$ cat config.mk
export PLATFORM = sky130hd
export DESIGN_NAME = ascii_number_parser_top_flat
export DESIGN_NICKNAME = d
export VERILOG_FILES = /design/src/hdl/anp_pkg.sv /design/src/hdl/anp_in_if.sv /design/src/hdl/anp_out_if.sv /design/src/hdl/anp_decode.sv /design/src/hdl/anp_accum.sv /design/src/hdl/anp_final.sv /design/src/hdl/ascii_number_parser_top.sv /design/src/flat_wrapper.sv
export SDC_FILE = /design/constraint.sdc
export NUM_CORES = 2
export LEC_CHECK = 0
export CAP_MARGIN = 20
export CELL_PAD_IN_SITES_DETAIL_PLACEMENT = 1
export CELL_PAD_IN_SITES_GLOBAL_PLACEMENT = 2
export CORE_UTILIZATION = 46
export CTS_BUF_LIST = sky130_fd_sc_hd__clkbuf_8
export CTS_CLUSTER_DIAMETER = 60
export CTS_CLUSTER_SIZE = 12
export DETAILED_ROUTE_END_ITERATION = 8
export DONT_BUFFER_PORTS = 1
export HOLD_SLACK_MARGIN = 0.06
export PLACE_DENSITY = 0.91
export SYNTH_ARGS = -nofsm -noshare
export SYNTH_HDL_FRONTEND = slang
export SYNTH_SLANG_ARGS = --single-unit
export TNS_END_PERCENT = 5
$ cat constraint.sdc
create_clock -name i_clk -period 20.7 [get_ports i_clk]
set_input_delay 3.105 -clock i_clk [delete_from_list [all_inputs] [get_ports i_clk]]
set_output_delay 3.105 -clock i_clk [all_outputs]
set_load 0.1 [all_outputs]
$ cat src/hdl/anp_pkg.sv
// ----------------------------------------------------------------------------
// anp_pkg
// Shared types, codes and helpers of the ASCII number parser.
// ----------------------------------------------------------------------------
`default_nettype none

package anp_pkg;

    localparam int MAX_WIDTH  = 64;
    localparam int ACC_W      = 64;
    localparam int BASE_W     = 6;
    localparam int TWIDTH_W   = 7;
    localparam int FRAC_W     = 6;
    localparam int STATUS_W   = 3;
    localparam int CLS_W      = 3;
    localparam int CFG_IDX_W  = 2;
    localparam int CFG_DATA_W = 7;

    localparam logic [BASE_W-1:0]   BASE_MIN   = 6'd2;
    localparam logic [BASE_W-1:0]   BASE_MAX   = 6'd36;
    localparam logic [FRAC_W-1:0]   FRAC_LIMIT = 6'd63;

    // configuration register indexes
    localparam logic [CFG_IDX_W-1:0] CFG_NUMBER_BASE      = 2'd0;
    localparam logic [CFG_IDX_W-1:0] CFG_TARGET_WIDTH     = 2'd1;
    localparam logic [CFG_IDX_W-1:0] CFG_TARGET_SIGNED    = 2'd2;
    localparam logic [CFG_IDX_W-1:0] CFG_FRACTION_ALLOWED = 2'd3;

    // status codes
    localparam logic [STATUS_W-1:0] ST_CLEAN   = 3'd0;
    localparam logic [STATUS_W-1:0] ST_PARTIAL = 3'd1;
    localparam logic [STATUS_W-1:0] ST_POINT   = 3'd2;
    localparam logic [STATUS_W-1:0] ST_EMPTY   = 3'd3;
    localparam logic [STATUS_W-1:0] ST_SAT     = 3'd4;
    localparam logic [STATUS_W-1:0] ST_NEGU    = 3'd5;

    // character classes
    localparam logic [CLS_W-1:0] CL_NUL   = 3'd0;
    localparam logic [CLS_W-1:0] CL_SPACE = 3'd1;
    localparam logic [CLS_W-1:0] CL_MINUS = 3'd2;
    localparam logic [CLS_W-1:0] CL_PLUS  = 3'd3;
    localparam logic [CLS_W-1:0] CL_POINT = 3'd4;
    localparam logic [CLS_W-1:0] CL_DIGIT = 3'd5;
    localparam logic [CLS_W-1:0] CL_OTHER = 3'd6;

    typedef struct packed {
        logic [BASE_W-1:0]   number_base;
        logic [TWIDTH_W-1:0] target_width;
        logic                target_signed;
        logic                fraction_allowed;
    } t_cfg;

    typedef struct packed {
        logic [CLS_W-1:0]  cls;
        logic [BASE_W-1:0] digit;
        logic              is_last;
    } t_dec;

    typedef struct packed {
        logic [ACC_W-1:0]    acc;
        logic                overflow;
        logic                digit_seen;
        logic                negative;
        logic [FRAC_W-1:0]   frac;
        logic [STATUS_W-1:0] status;
    } t_snap;

    function automatic logic [BASE_W-1:0] clamp_base(input logic [BASE_W-1:0] b);
        logic [BASE_W-1:0] r;
        r = b;
        if (b < BASE_MIN) begin
            r = BASE_MIN;
        end else if (b > BASE_MAX) begin
            r = BASE_MAX;
        end
        return r;
    endfunction

endpackage

`default_nettype wire

$ cat src/hdl/anp_in_if.sv
// ----------------------------------------------------------------------------
// anp_in_if
// Character channel: one byte of text per item with a last marker.
// ----------------------------------------------------------------------------
`default_nettype none

interface anp_in_if;
    logic       valid;
    logic       ready;
    logic [7:0] char_byte;
    logic       is_last;

    modport source (output valid, output char_byte, output is_last, input ready);
    modport sink   (input valid, input char_byte, input is_last, output ready);
endinterface

`default_nettype wire

$ cat src/hdl/anp_out_if.sv
// ----------------------------------------------------------------------------
// anp_out_if
// Result channel: parsed value, fraction digit count and status.
// ----------------------------------------------------------------------------
`default_nettype none

interface anp_out_if;
    logic        valid;
    logic        ready;
    logic [63:0] parsed_value;
    logic [5:0]  fraction_digits;
    logic        parse_ok;
    logic [2:0]  status_code;

    modport source (output valid, output parsed_value, output fraction_digits,
                    output parse_ok, output status_code, input ready);
    modport sink   (input valid, input parsed_value, input fraction_digits,
                    input parse_ok, input status_code, output ready);
endinterface

`default_nettype wire

$ cat src/hdl/anp_decode.sv
// ----------------------------------------------------------------------------
// anp_decode
// Input register: classifies each incoming character and its digit value.
// ----------------------------------------------------------------------------
`default_nettype none

module anp_decode
    import anp_pkg::*;
(
    input  wire          i_clk,
    input  wire          i_rst_n,
    input  wire t_cfg    i_cfg,
    anp_in_if.sink       i_item,
    input  wire          i_consume,
    output logic         o_vld,
    output t_dec         o_dec
);

    logic              r_vld;
    t_dec              r_dec;
    t_dec              n_dec;
    logic [BASE_W-1:0] base_eff;
    logic [7:0]        c;
    logic [7:0]        dval;
    logic              is_alnum;

    assign base_eff = clamp_base(i_cfg.number_base);
    assign c        = i_item.char_byte;

    always_comb begin
        dval     = 8'd99;
        is_alnum = 1'b0;
        if (c >= "0" && c <= "9") begin
            dval     = c - 8'd48;
            is_alnum = 1'b1;
        end else if (c >= "A" && c <= "Z") begin
            dval     = c - 8'd55;
            is_alnum = 1'b1;
        end else if (c >= "a" && c <= "z") begin
            dval     = c - 8'd87;
            is_alnum = 1'b1;
        end

        n_dec.digit   = dval[BASE_W-1:0];
        n_dec.is_last = i_item.is_last;
        if (c == 8'd0) begin
            n_dec.cls = CL_NUL;
        end else if (c <= 8'd32 || c == 8'd127) begin
            n_dec.cls = CL_SPACE;
        end else if (c == "-") begin
            n_dec.cls = CL_MINUS;
        end else if (c == "+") begin
            n_dec.cls = CL_PLUS;
        end else if (c == "." || c == ",") begin
            n_dec.cls = CL_POINT;
        end else if (is_alnum && dval < {2'b00, base_eff}) begin
            n_dec.cls = CL_DIGIT;
        end else begin
            n_dec.cls = CL_OTHER;
        end
    end

    assign i_item.ready = !r_vld || i_consume;

    always_ff @(posedge i_clk) begin
        if (!i_rst_n) begin
            r_vld <= 1'b0;
        end else if (i_item.ready) begin
            r_vld <= i_item.valid;
        end
        if (i_item.ready && i_item.valid) begin
            r_dec <= n_dec;
        end
    end

    assign o_vld = r_vld;
    assign o_dec = r_dec;

endmodule

`default_nettype wire

$ cat src/hdl/anp_accum.sv
// ----------------------------------------------------------------------------
// anp_accum
// Parse state and multiply-add accumulator; hands a snapshot on the last item.
// ----------------------------------------------------------------------------
`default_nettype none

module anp_accum
    import anp_pkg::*;
(
    input  wire          i_clk,
    input  wire          i_rst_n,
    input  wire t_cfg    i_cfg,
    input  wire          i_dec_vld,
    input  wire t_dec    i_dec,
    output logic         o_consume,
    input  wire          i_snap_take,
    output logic         o_snap_vld,
    output t_snap        o_snap
);

    localparam int PROD_W = ACC_W + BASE_W;

    logic [ACC_W-1:0]    r_acc,      n_acc;
    logic                r_ovf,      n_ovf;
    logic                r_seen,     n_seen;
    logic                r_neg,      n_neg;
    logic                r_point,    n_point;
    logic [FRAC_W-1:0]   r_frac,     n_frac;
    logic                r_stopped,  n_stopped;
    logic [STATUS_W-1:0] r_status,   n_status;
    logic                r_snap_vld;
    t_snap               r_snap;
    logic [PROD_W-1:0]   prod;
    logic [BASE_W-1:0]   base_eff;
    logic                snap_free;

    assign base_eff = clamp_base(i_cfg.number_base);
    assign prod     = PROD_W'(r_acc) * PROD_W'(base_eff) + PROD_W'(i_dec.digit);

    always_comb begin
        n_acc     = r_acc;
        n_ovf     = r_ovf;
        n_seen    = r_seen;
        n_neg     = r_neg;
        n_point   = r_point;
        n_frac    = r_frac;
        n_stopped = r_stopped;
        n_status  = r_status;
        if (!r_stopped) begin
            unique case (i_dec.cls)
                CL_NUL: begin
                    n_stopped = 1'b1;
                end
                CL_SPACE: begin
                    if (r_seen) begin
                        n_stopped = 1'b1;
                        n_status  = ST_PARTIAL;
                    end
                end
                CL_MINUS, CL_PLUS: begin
                    if (r_seen) begin
                        n_stopped = 1'b1;
                        n_status  = ST_PARTIAL;
                    end else if (i_dec.cls == CL_MINUS) begin
                        n_neg = !r_neg;
                    end
                end
                CL_POINT: begin
                    if (!r_seen || r_point) begin
                        n_stopped = 1'b1;
                        n_status  = ST_PARTIAL;
                    end else if (!i_cfg.fraction_allowed) begin
                        n_stopped = 1'b1;
                        n_status  = ST_POINT;
                    end else begin
                        n_point = 1'b1;
                    end
                end
                CL_DIGIT: begin
                    n_seen = 1'b1;
                    if (r_ovf || prod[PROD_W-1:ACC_W] != '0) begin
                        n_ovf = 1'b1;
                        n_acc = '1;
                    end else begin
                        n_acc = prod[ACC_W-1:0];
                    end
                    if (r_point && r_frac < FRAC_LIMIT) begin
                        n_frac = r_frac + FRAC_W'(1);
                    end
                end
                default: begin
                    n_stopped = 1'b1;
                    n_status  = ST_PARTIAL;
                end
            endcase
        end
    end

    assign snap_free = !r_snap_vld || i_snap_take;
    assign o_consume = i_dec_vld && (!i_dec.is_last || snap_free);

    always_ff @(posedge i_clk) begin
        if (!i_rst_n) begin
            r_acc      <= '0;
            r_ovf      <= 1'b0;
            r_seen     <= 1'b0;
            r_neg      <= 1'b0;
            r_point    <= 1'b0;
            r_frac     <= '0;
            r_stopped  <= 1'b0;
            r_status   <= ST_CLEAN;
            r_snap_vld <= 1'b0;
        end else begin
            if (o_consume && i_dec.is_last) begin
                r_acc     <= '0;
                r_ovf     <= 1'b0;
                r_seen    <= 1'b0;
                r_neg     <= 1'b0;
                r_point   <= 1'b0;
                r_frac    <= '0;
                r_stopped <= 1'b0;
                r_status  <= ST_CLEAN;
            end else if (o_consume) begin
                r_acc     <= n_acc;
                r_ovf     <= n_ovf;
                r_seen    <= n_seen;
                r_neg     <= n_neg;
                r_point   <= n_point;
                r_frac    <= n_frac;
                r_stopped <= n_stopped;
                r_status  <= n_status;
            end
            if (o_consume && i_dec.is_last) begin
                r_snap_vld <= 1'b1;
            end else if (i_snap_take) begin
                r_snap_vld <= 1'b0;
            end
        end
        if (o_consume && i_dec.is_last) begin
            r_snap.acc        <= n_acc;
            r_snap.overflow   <= n_ovf;
            r_snap.digit_seen <= n_seen;
            r_snap.negative   <= n_neg;
            r_snap.frac       <= n_frac;
            r_snap.status     <= n_status;
        end
    end

    assign o_snap_vld = r_snap_vld;
    assign o_snap     = r_snap;

endmodule

`default_nettype wire

$ cat src/hdl/anp_final.sv
// ----------------------------------------------------------------------------
// anp_final
// Saturation, sign and width masking of a finished number; result register.
// ----------------------------------------------------------------------------
`default_nettype none

module anp_final
    import anp_pkg::*;
(
    input  wire          i_clk,
    input  wire          i_rst_n,
    input  wire t_cfg    i_cfg,
    input  wire          i_snap_vld,
    input  wire t_snap   i_snap,
    output logic         o_snap_take,
    anp_out_if.source    o_result
);

    logic [TWIDTH_W-1:0] w_eff;
    logic [ACC_W-1:0]    mask_c;
    logic [ACC_W-1:0]    r_mask;
    logic [ACC_W-1:0]    r_max_pos;
    logic [ACC_W-1:0]    r_max_neg;
    logic [ACC_W-1:0]    maxv;
    logic [ACC_W-1:0]    mag;
    logic [ACC_W-1:0]    val;
    logic [STATUS_W-1:0] status;
    logic                r_ov;
    logic [ACC_W-1:0]    r_value;
    logic [FRAC_W-1:0]   r_frac;
    logic                r_ok;
    logic [STATUS_W-1:0] r_status;

    always_comb begin
        w_eff = i_cfg.target_width;
        if (w_eff == '0) begin
            w_eff = TWIDTH_W'(1);
        end else if (w_eff > TWIDTH_W'(MAX_WIDTH)) begin
            w_eff = TWIDTH_W'(MAX_WIDTH);
        end
        if (w_eff >= TWIDTH_W'(ACC_W)) begin
            mask_c = '1;
        end else begin
            mask_c = (ACC_W'(1) << w_eff) - ACC_W'(1);
        end
    end

    // limits follow the configuration, which the user must change only while idle; the block does not enforce it
    always_ff @(posedge i_clk) begin
        r_mask    <= mask_c;
        r_max_pos <= mask_c >> 1;
        r_max_neg <= (mask_c >> 1) + ACC_W'(1);
    end

    always_comb begin
        status = i_snap.status;
        if (i_cfg.target_signed) begin
            maxv = i_snap.negative ? r_max_neg : r_max_pos;
        end else begin
            maxv = r_mask;
        end
        mag = i_snap.acc;
        if (i_snap.overflow || mag > maxv) begin
            mag    = maxv;
            status = ST_SAT;
        end
        if (i_cfg.target_signed) begin
            val = i_snap.negative ? (ACC_W'(0) - mag) : mag;
        end else if (i_snap.negative) begin
            val    = '0;
            status = ST_NEGU;
        end else begin
            val = mag;
        end
    end

    assign o_snap_take = i_snap_vld && (!r_ov || o_result.ready);

    always_ff @(posedge i_clk) begin
        if (!i_rst_n) begin
            r_ov <= 1'b0;
        end else if (!r_ov || o_result.ready) begin
            r_ov <= i_snap_vld;
        end
        if (o_snap_take) begin
            if (!i_snap.digit_seen) begin
                r_value  <= '0;
                r_frac   <= '0;
                r_ok     <= 1'b0;
                r_status <= ST_EMPTY;
            end else begin
                r_value  <= val & r_mask;
                r_frac   <= i_snap.frac;
                r_ok     <= 1'b1;
                r_status <= status;
            end
        end
    end

    assign o_result.valid           = r_ov;
    assign o_result.parsed_value    = r_value;
    assign o_result.fraction_digits = r_frac;
    assign o_result.parse_ok        = r_ok;
    assign o_result.status_code     = r_status;

endmodule

`default_nettype wire

$ cat src/hdl/ascii_number_parser_top.sv
// ----------------------------------------------------------------------------
// ascii_number_parser_top
// Streaming ASCII-to-integer parser for any base from 2 to 36.
// ----------------------------------------------------------------------------
// Usage:
//   i_item carries the text one character per item, is_last on the final one.
//   o_result carries one item per text: value, fraction digits, ok, status.
//   Configuration (base, target width, signedness, fraction mode) is written
//   through i_cfg_we / i_cfg_idx / i_cfg_data while no text is in flight.
// Throughput and pipeline:
//   One character per cycle, back to back, while i_item.ready stays high.
//   The last character of a text passes through the input register, the
//   accumulator snapshot and the result register; then the result is valid.
//   The accumulator's 64x6 multiply-add is combinational and sets the rate.
// Reset:
//   Clears the parse state and all valid flags; registers return to base 10,
//   32-bit signed target, no fraction.
// Stall:
//   While o_result is held, the three stages fill up; characters that do not
//   end a text keep flowing through the accumulator until a last character
//   finds the snapshot stage occupied, then i_item.ready drops.
// ----------------------------------------------------------------------------
`default_nettype none

module ascii_number_parser_top
    import anp_pkg::*;
(
    input  wire                  i_clk,
    input  wire                  i_rst_n,
    input  wire                  i_cfg_we,
    input  wire [CFG_IDX_W-1:0]  i_cfg_idx,
    input  wire [CFG_DATA_W-1:0] i_cfg_data,
    anp_in_if.sink               i_item,
    anp_out_if.source            o_result
);

    t_cfg  r_cfg;
    logic  dec_vld;
    t_dec  dec;
    logic  consume;
    logic  snap_vld;
    t_snap snap;
    logic  snap_take;

    always_ff @(posedge i_clk) begin
        if (!i_rst_n) begin
            r_cfg.number_base      <= 6'd10;
            r_cfg.target_width     <= 7'd32;
            r_cfg.target_signed    <= 1'b1;
            r_cfg.fraction_allowed <= 1'b0;
        end else if (i_cfg_we) begin
            unique case (i_cfg_idx)
                CFG_NUMBER_BASE:      r_cfg.number_base      <= i_cfg_data[BASE_W-1:0];
                CFG_TARGET_WIDTH:     r_cfg.target_width     <= i_cfg_data[TWIDTH_W-1:0];
                CFG_TARGET_SIGNED:    r_cfg.target_signed    <= i_cfg_data[0];
                CFG_FRACTION_ALLOWED: r_cfg.fraction_allowed <= i_cfg_data[0];
                default: begin
                end
            endcase
        end
    end

    anp_decode u_decode (
        .i_clk     (i_clk),
        .i_rst_n   (i_rst_n),
        .i_cfg     (r_cfg),
        .i_item    (i_item),
        .i_consume (consume),
        .o_vld     (dec_vld),
        .o_dec     (dec)
    );

    anp_accum u_accum (
        .i_clk       (i_clk),
        .i_rst_n     (i_rst_n),
        .i_cfg       (r_cfg),
        .i_dec_vld   (dec_vld),
        .i_dec       (dec),
        .o_consume   (consume),
        .i_snap_take (snap_take),
        .o_snap_vld  (snap_vld),
        .o_snap      (snap)
    );

    anp_final u_final (
        .i_clk       (i_clk),
        .i_rst_n     (i_rst_n),
        .i_cfg       (r_cfg),
        .i_snap_vld  (snap_vld),
        .i_snap      (snap),
        .o_snap_take (snap_take),
        .o_result    (o_result)
    );

    a_empty_not_ok: assert property (@(posedge i_clk) disable iff (!i_rst_n)
        o_result.valid |-> ((o_result.status_code == ST_EMPTY) == !o_result.parse_ok))
        else $error("empty status and parse_ok disagree");

    a_empty_zero: assert property (@(posedge i_clk) disable iff (!i_rst_n)
        (o_result.valid && !o_result.parse_ok) |->
            (o_result.parsed_value == '0 && o_result.fraction_digits == '0))
        else $error("empty result carries data");

    a_negu_zero: assert property (@(posedge i_clk) disable iff (!i_rst_n)
        (o_result.valid && o_result.status_code == ST_NEGU) |->
            (o_result.parsed_value == '0 && !r_cfg.target_signed))
        else $error("negative-to-unsigned result not zero");

    a_snap_held: assert property (@(posedge i_clk) disable iff (!i_rst_n)
        (snap_vld && !snap_take) |=> snap_vld)
        else $error("pending snapshot lost");

endmodule

`default_nettype wire
$ cat src/flat_wrapper.sv
// flat-port wrapper written by rule: the top's interface ports become plain ports
module ascii_number_parser_top_flat import anp_pkg::*;
  (i_clk, i_rst_n, i_cfg_we, i_cfg_idx, i_cfg_data, i_item_valid, i_item_char_byte, i_item_is_last, i_item_ready, o_result_valid, o_result_parsed_value, o_result_fraction_digits, o_result_parse_ok, o_result_status_code, o_result_ready);
  anp_in_if i_item_i ();
  anp_out_if o_result_i ();
  input  wire i_clk;
  input  wire i_rst_n;
  input  wire i_cfg_we;
  input  wire [CFG_IDX_W-1:0] i_cfg_idx;
  input  wire [CFG_DATA_W-1:0] i_cfg_data;
  input wire logic [$bits(i_item_i.valid)-1:0] i_item_valid;
  input wire logic [$bits(i_item_i.char_byte)-1:0] i_item_char_byte;
  input wire logic [$bits(i_item_i.is_last)-1:0] i_item_is_last;
  output wire logic [$bits(i_item_i.ready)-1:0] i_item_ready;
  output wire logic [$bits(o_result_i.valid)-1:0] o_result_valid;
  output wire logic [$bits(o_result_i.parsed_value)-1:0] o_result_parsed_value;
  output wire logic [$bits(o_result_i.fraction_digits)-1:0] o_result_fraction_digits;
  output wire logic [$bits(o_result_i.parse_ok)-1:0] o_result_parse_ok;
  output wire logic [$bits(o_result_i.status_code)-1:0] o_result_status_code;
  input wire logic [$bits(o_result_i.ready)-1:0] o_result_ready;
  assign i_item_i.valid = i_item_valid;
  assign i_item_i.char_byte = i_item_char_byte;
  assign i_item_i.is_last = i_item_is_last;
  assign i_item_ready = i_item_i.ready;
  assign o_result_valid = o_result_i.valid;
  assign o_result_parsed_value = o_result_i.parsed_value;
  assign o_result_fraction_digits = o_result_i.fraction_digits;
  assign o_result_parse_ok = o_result_i.parse_ok;
  assign o_result_status_code = o_result_i.status_code;
  assign o_result_i.ready = o_result_ready;
  ascii_number_parser_top u_core (.i_clk(i_clk), .i_rst_n(i_rst_n), .i_cfg_we(i_cfg_we), .i_cfg_idx(i_cfg_idx), .i_cfg_data(i_cfg_data), .i_item(i_item_i), .o_result(o_result_i));
endmodule
Word-level counts from Yosys, hierarchy flattened --
Index checks and enable logic that the tools add are counted.
Cells by class: reductions and logical operators 41, shift operators 1, add/sub/neg operators 8, muxes and demuxes 53, order comparisons 14, multiply operators 1, equal/unequal tests 13, bitwise logic cells 4
Operators by type and width (number):
- 64-bit 2-to-1 mux | 10
- 70-bit by 6-bit adder with 70-bit output | 1
- 64-bit by 6-bit multiplier with 70-bit output | 1
- 63-bit by 1-bit adder with 64-bit output, second input constant | 1
- 64-bit bitwise AND | 1
- 64-bit greater-than comparator | 1
- 1-bit by 7-bit << shifter with 64-bit output, first input constant | 1
- 1-bit by 64-bit subtractor with 64-bit output, first input constant | 1
- 64-bit by 2-bit subtractor with 64-bit output, second input constant | 1
- 8-bit by 6-bit equality test with 1-bit output, second input constant | 4
- 6-bit 2-to-1 mux | 5
- 8-bit 2-to-1 mux | 3
- 3-bit 2-to-1 mux | 7
- 1-bit 2-to-1 mux | 20
- 8-bit by 7-bit greater-or-equal comparator with 1-bit output, second input constant | 2
- 8-bit by 6-bit less-or-equal comparator with 1-bit output, second input constant | 2
- 8-bit by 7-bit less-or-equal comparator with 1-bit output, second input constant | 2
- 8-bit by 6-bit subtractor with 8-bit output, second input constant | 2
- 7-bit 2-to-1 mux | 2
- 1-bit logical AND | 9
- 1-bit logical OR | 9
- 3-bit case mux with 3 select lines | 1
- 8-bit by 7-bit equality test with 1-bit output, second input constant | 1
- 8-bit by 6-bit greater-or-equal comparator with 1-bit output, second input constant | 1
- other kinds (28) | 47
Storage, ports and cells: input bits 23, logic and storage cells 168, flip-flop bits (word level) 384, output and inout bits 76

Depth between registers and ports, before layout --
depth in word-level cells 12, depth in mapped cells 32

Modules after synthesis --
Synthesis repeated with hierarchy kept, for this count alone.
Second synthesis, totals: cells, all modules 4035, area total of the unflattened synthesis 36010.8 µm²
Modules (own cells, without submodules):
- anp_accum | seq. area each 3863.7 µm², area an instance 19083.3 µm², cells an instance 2044, instances 1
- anp_final | seq. area each 4804.6 µm², area an instance 15112.0 µm², cells an instance 1788, instances 1
- anp_decode | seq. area each 320.3 µm², area an instance 1189.9 µm², cells an instance 140, instances 1
- ascii_number_parser_top | seq. area each 300.3 µm², area an instance 625.6 µm², cells an instance 63, instances 1

Least setup slack after synthesis --
Ideal clock, no wire load.
path type input-to-output, start point in o_result_ready, end point out i_item_ready, slack 13298 ps, path buffers 0, stages on the path 2, data arrival time 4297 ps, path through nor2b_1 > nand4_1
Between the ends: cells in the longest elaborated chain, start to end 6
RTL lines:
- start, declared | line flat_wrapper.sv:20 | input wire logic [$bits(o_result_i.ready)-1:0] o_result_ready;
- 1-bit logical OR | line anp_final.sv:77 | assign o_snap_take = i_snap_vld && (!r_ov || o_result.ready);
- 1-bit logical AND | line anp_final.sv:77
- 1-bit logical OR | line anp_accum.sv:99 | assign snap_free = !r_snap_vld || i_snap_take;
- 1-bit logical OR | line anp_accum.sv:100 | assign o_consume = i_dec_vld && (!i_dec.is_last || snap_free);
- 1-bit logical AND | line anp_accum.sv:100
- 1-bit logical OR | line anp_decode.sv:63 | assign i_item.ready = !r_vld || i_consume;
- end, declared | line flat_wrapper.sv:14 | output wire logic [$bits(i_item_i.ready)-1:0] i_item_ready;
No other way between the ends.

Final worst setup path --
start point reg u_core.r_cfg[14] (netlist bit), end point reg u_core.u_accum.r_snap (netlist bit u_core.u_accum.o_snap[13]), data pin
Between the ends: cells in the longest elaborated chain, start to end 10, elaborated cells between the ends (all ways) 11, those cells by class 1 x add/sub; 1 x mul; 2 x order compare; 5 x mux; 2 x reduce/logical
RTL lines:
- start, declared | line ascii_number_parser_top.sv:37 | t_cfg r_cfg;
- 6-bit greater-than comparator | line anp_pkg.sv:73 | end else if (b > BASE_MAX) begin
- 6-bit 2-to-1 mux | line anp_pkg.sv:73
- 6-bit 2-to-1 mux (*) | line anp_pkg.sv:71 | if (b < BASE_MIN) begin
- 64-bit by 6-bit multiplier with 70-bit output (*) | line anp_accum.sv:38 | assign prod = PROD_W'(r_acc) * PROD_W'(base_eff) + PROD_W'(i_dec.digit);
- 70-bit by 6-bit adder with 70-bit output (*) | line anp_accum.sv:38
- 6-bit nonzero test | line anp_accum.sv:81 | if (r_ovf || prod[PROD_W-1:ACC_W] != '0) begin
- 1-bit logical OR | line anp_accum.sv:81
- 64-bit 2-to-1 mux (*) | line anp_accum.sv:81
- 64-bit 2-to-1 mux (*) | line anp_accum.sv:50 | unique case (i_dec.cls)
- 64-bit 2-to-1 mux (*) | line anp_accum.sv:49 | if (!r_stopped) begin
- net u_core.u_accum.n_acc[1] | line anp_accum.sv:23 | logic [ACC_W-1:0] r_acc, n_acc;
- end, declared | line anp_accum.sv:32 | t_snap r_snap;
Mark *: on every way through the listed nets, which the timed path passes. The rest lies on a longest branch. A chain may end at the register's enable or synchronous reset.

==> impl_metrics.ini <==
[floorplanning]
core_mm2 = 0.07595
die-area_mm2 = 0.07786
die_y_um = 279.0
chipWidth_um = 279.0
rows = 101
pin_count = 99
initial_core_util = 0.4648

[worst_setup_path]
worst_setup_path_end_kind = flop
regToRegSetupSlack_ns = 12.00
r2r-end = u_core.u_accum.o_snap[13]$_DFFE_PP_
crit_fanout = 78
timing.rr.start = u_core.r_cfg[14]$_SDFFE_PN0P_
worstPathRequired_ns = 21.01
critical_path_class = reg2reg
start_kind = flop
cp.arrival_ns = 9.01
r2r_cells = 24

[placement]
gp_congestion = 0.9351
pre_cts_ws_ns = 11.96
io_buffers = 0
post-dp-hpwl_um = 89810
dpl.cell_count = 4863
dpl_cell_area_mm2 = 0.03607

[sta]
worstMarginPinSlew_ns = 1.079
fin_crit_ns = 8.703
fin_crit_sh = 0.4204
setup_violations = 0
layout_setup_ws_ns = 12.00
relSlewSlack = 0.2804
rsz0062_at_grt = false
tns_ns = 0
finClkSkew_ns = 0.03256
drv_slew = 0
finalHoldViolCount = 0
max_freq_mhz = 114.9

[clocking]
cts_setup_buffers = 0
cts_tree = built
cts_made_buffers = 44
clk_transition_reported_paths_ns = 0.08
insertion_delay_ns = 0.64
root_buffer = clkbuf_8
cts_hold_repair.buffers = 0
cts_resized = 0
clockBufferDepth = 3
htreeDepth = 2
numClockSinks = 384

[yosys]
synth_area_mm2 = 0.03530
yosysWarnings = 0
synth_edf_count = 160
ys_ff_latch = 384
synthTopCellsByArea = fa_1, edfxtp_1, dfxtp_1, ha_1, and2_1
ys_types = 87
ys.flop_type = dfxtp_1
synth_top_area_frac = 0.1429
synth_cells = 4037
yosysSeqAreaShare = 0.2631
synthArstFlopShare = 0
netlist.top_cell.by_area = fa_1
syn_avg_cell_area_um2 = 8.745

[min_path]
min_path_type = reg2reg
min-delay-start = u_core.u_accum.r_status[2]$_SDFFE_PP0P_
holdPathEnd = u_core.u_accum.r_status[2]$_SDFFE_PP0P_
hold_path_depth = 2

[pwr]
pwr-share-comb = 0.206
p_leak_nw = 16.24
clockPowerShare = 0.303
switchingPower_mw = 0.5997
totalPowerFinal_mw = 1.779
ir_drop_uv = 38.47
power.share.sequential = 0.492
p_int_mw = 1.179
swShare = 0.3371
power_density_mw_per_mm2 = 48.14

[final_layout]
mostFrequentLayoutCells = nor2_1, and2_1, nand2_1
finalInstanceArea_mm2 = 0.03696
drive_above_1_share = 0.04830
areaGrowthSynthToFinish_pct = 4.682
stdcell_count = 4944
final_common_cell = nor2_1
nets = 4385

[drt]
drc = 0
vias = 30310
routed_wirelength_um = 116900
drt-vias-per-instance = 6.131
wl_per_cell_um = 23.65
ant_nets = 0
dr.pass1.iters = 5
drtIter0Drc = 2521

[job]
cap_violations = 0

[global_routing]
grt.overflow.total = 0
antenna_found_initial = 3
grt_pass1_vias = 30930
grt_use_total = 0.2999
grt_max_degree = 128
grt_pass1_wl_um = 184500

[run_status]
status = complete, no violations
==> worst max-delay path: stages (launching register included) <==
cell,delay (ns)
dfxtp_2,0.32
buf_4,0.57
inv_1,0.21
maj3_2,0.36
buf_4,0.32
and2_1,0.28
fa_1,0.50
inv_1,0.05
fa_1,0.48
inv_1,0.06
fa_1,0.56
fa_1,0.43
ha_1,0.35
inv_1,0.09
a21oi_1,0.13
o311ai_1,0.19
a21oi_1,0.39
o211ai_1,0.29
o31ai_1,0.62
a22o_1,0.23
o221ai_1,0.13
nor4_2,0.27
buf_4,0.51
buf_4,0.70
a31oi_1,0.21
==> registers in the layout (all words and copies together) (netlist names) <==
signal / count
u_core.u_decode.o_dec: 10
u_core.u_decode.o_vld: 1
u_core.u_final.o_result.fraction_digits: 6
u_core.u_accum.r_seen: 1
u_core.u_accum.r_neg: 1
u_core.u_final.o_result.valid: 1
u_core.u_final.r_mask: 1
u_core.u_accum.r_ovf: 1
u_core.u_final.r_max_neg: 64
u_core.u_accum.o_snap_vld: 1
u_core.u_final.o_result.parse_ok: 1
u_core.u_accum.r_point: 1
u_core.u_final.o_result.status_code: 3
u_core.u_final.o_result.parsed_value: 64
u_core.u_accum.r_stopped: 1
u_core.r_cfg: 15
u_core.u_accum.o_snap: 76
u_core.u_final.r_max_pos: 63
u_core.u_accum.r_frac: 6
u_core.u_accum.r_acc: 64
u_core.u_accum.r_status: 3
==> power groups by stage <==
| stage | clock (mW) | combinational, mW | sequential, mW |
|---|---|---|---|
| after detailed placement | 0 | 0.357 | 0.890 |
| final | 0.538 | 0.366 | 0.875 |
| after global routing | 0.573 | 0.399 | 0.878 |
| after floorplan | 0 | 0.254 | 0.875 |
| after CTS | 0.549 | 0.359 | 0.874 |
| after global placement | 0 | 0.349 | 0.890 |
==> through the flow <==
stage               hold WS (ns)    util
global route              0.4819  0.4866
floorplan                 0.4074       -
detailed placement        0.4368  0.4749
global placement          0.4138  0.4748
finish                    0.4455  0.4866
CTS                       0.4485  0.4862
==> worst max path at each step <==
stage / from / end / slack, ns
floorplan: o_result_ready / i_item_ready / 13.30
global placement: u_core.r_cfg[14]$_SDFFE_PN0P_ / u_core.u_accum.o_snap[22]$_DFFE_PP_ / 12.30
detailed placement: u_core.r_cfg[14]$_SDFFE_PN0P_ / u_core.u_accum.o_snap[13]$_DFFE_PP_ / 11.96
CTS: u_core.r_cfg[14]$_SDFFE_PN0P_ / u_core.u_accum.o_snap[30]$_DFFE_PP_ / 11.95
global route: u_core.r_cfg[14]$_SDFFE_PN0P_ / u_core.u_accum.o_snap[15]$_DFFE_PP_ / 11.35
finish: u_core.r_cfg[14]$_SDFFE_PN0P_ / u_core.u_accum.o_snap[13]$_DFFE_PP_ / 12.00
==> metal layers <==
layer,share of wire,vias to the layer above,GRT usage,wire length (µm)
li1,-,14070,-,-
met1,0.47,15170,0.4305,54380
met2,0.45,903,0.4685,52100
met3,0.057,167,0.03807,6645
met4,0.032,2,0.09270,3765
met5,0.00016,-,0,19
==> synthesized netlist by cell type (21+ instances only) <==
cell type  instances
a211oi_1          32
a21o_1            57
a21oi_1          246
a31oi_1          148
and2_1           278
and3_1           101
clkbuf_1         215
dfxtp_1          224
edfxtp_1         160
fa_1             252
ha_1             229
inv_1            172
mux2i_1           94
nand2_1          273
nand2b_1          24
nand3_1           92
nand4_1           62
nor2_1           315
nor2b_1          102
nor3_1           107
nor4_1            37
o211ai_1          25
o21a_1            21
o21ai_0          252
or2_2             24
or3_1             33
or4_1             22
xnor2_1          105
xor2_1            54
==> logic make-up (layout without fill, tap and decap cells) <==
logic type / count (synthesis) / after routing / synth area share
mux: 115 / 115 / 0.03427
buf+inv: 420 / 295 / 0.04561
fa+ha+maj: 482 / 482 / 0.2243
flops: 384 / 384 / 0.2631
simple gates: 1527 / 1527 / 0.2273
compound gates: 949 / 949 / 0.1658
other cells: 1 / 3 / 0.0001062
xor+xnor: 159 / 159 / 0.03945
==> cell type report <==
type | instances | area [µm²]
well taps | 1030 | 1289
clock inverters | 32 | 229.0
inverters | 172 | 645.6
clock buffers | 46 | 633.1
diodes | 1 | 2.502
multi-input cells | 3234 | 24510
repair buffers | 45 | 352.8
flip-flops and latches | 384 | 9296
fillers | 8889 | 38990
Power figures use the tool's default switching activity.
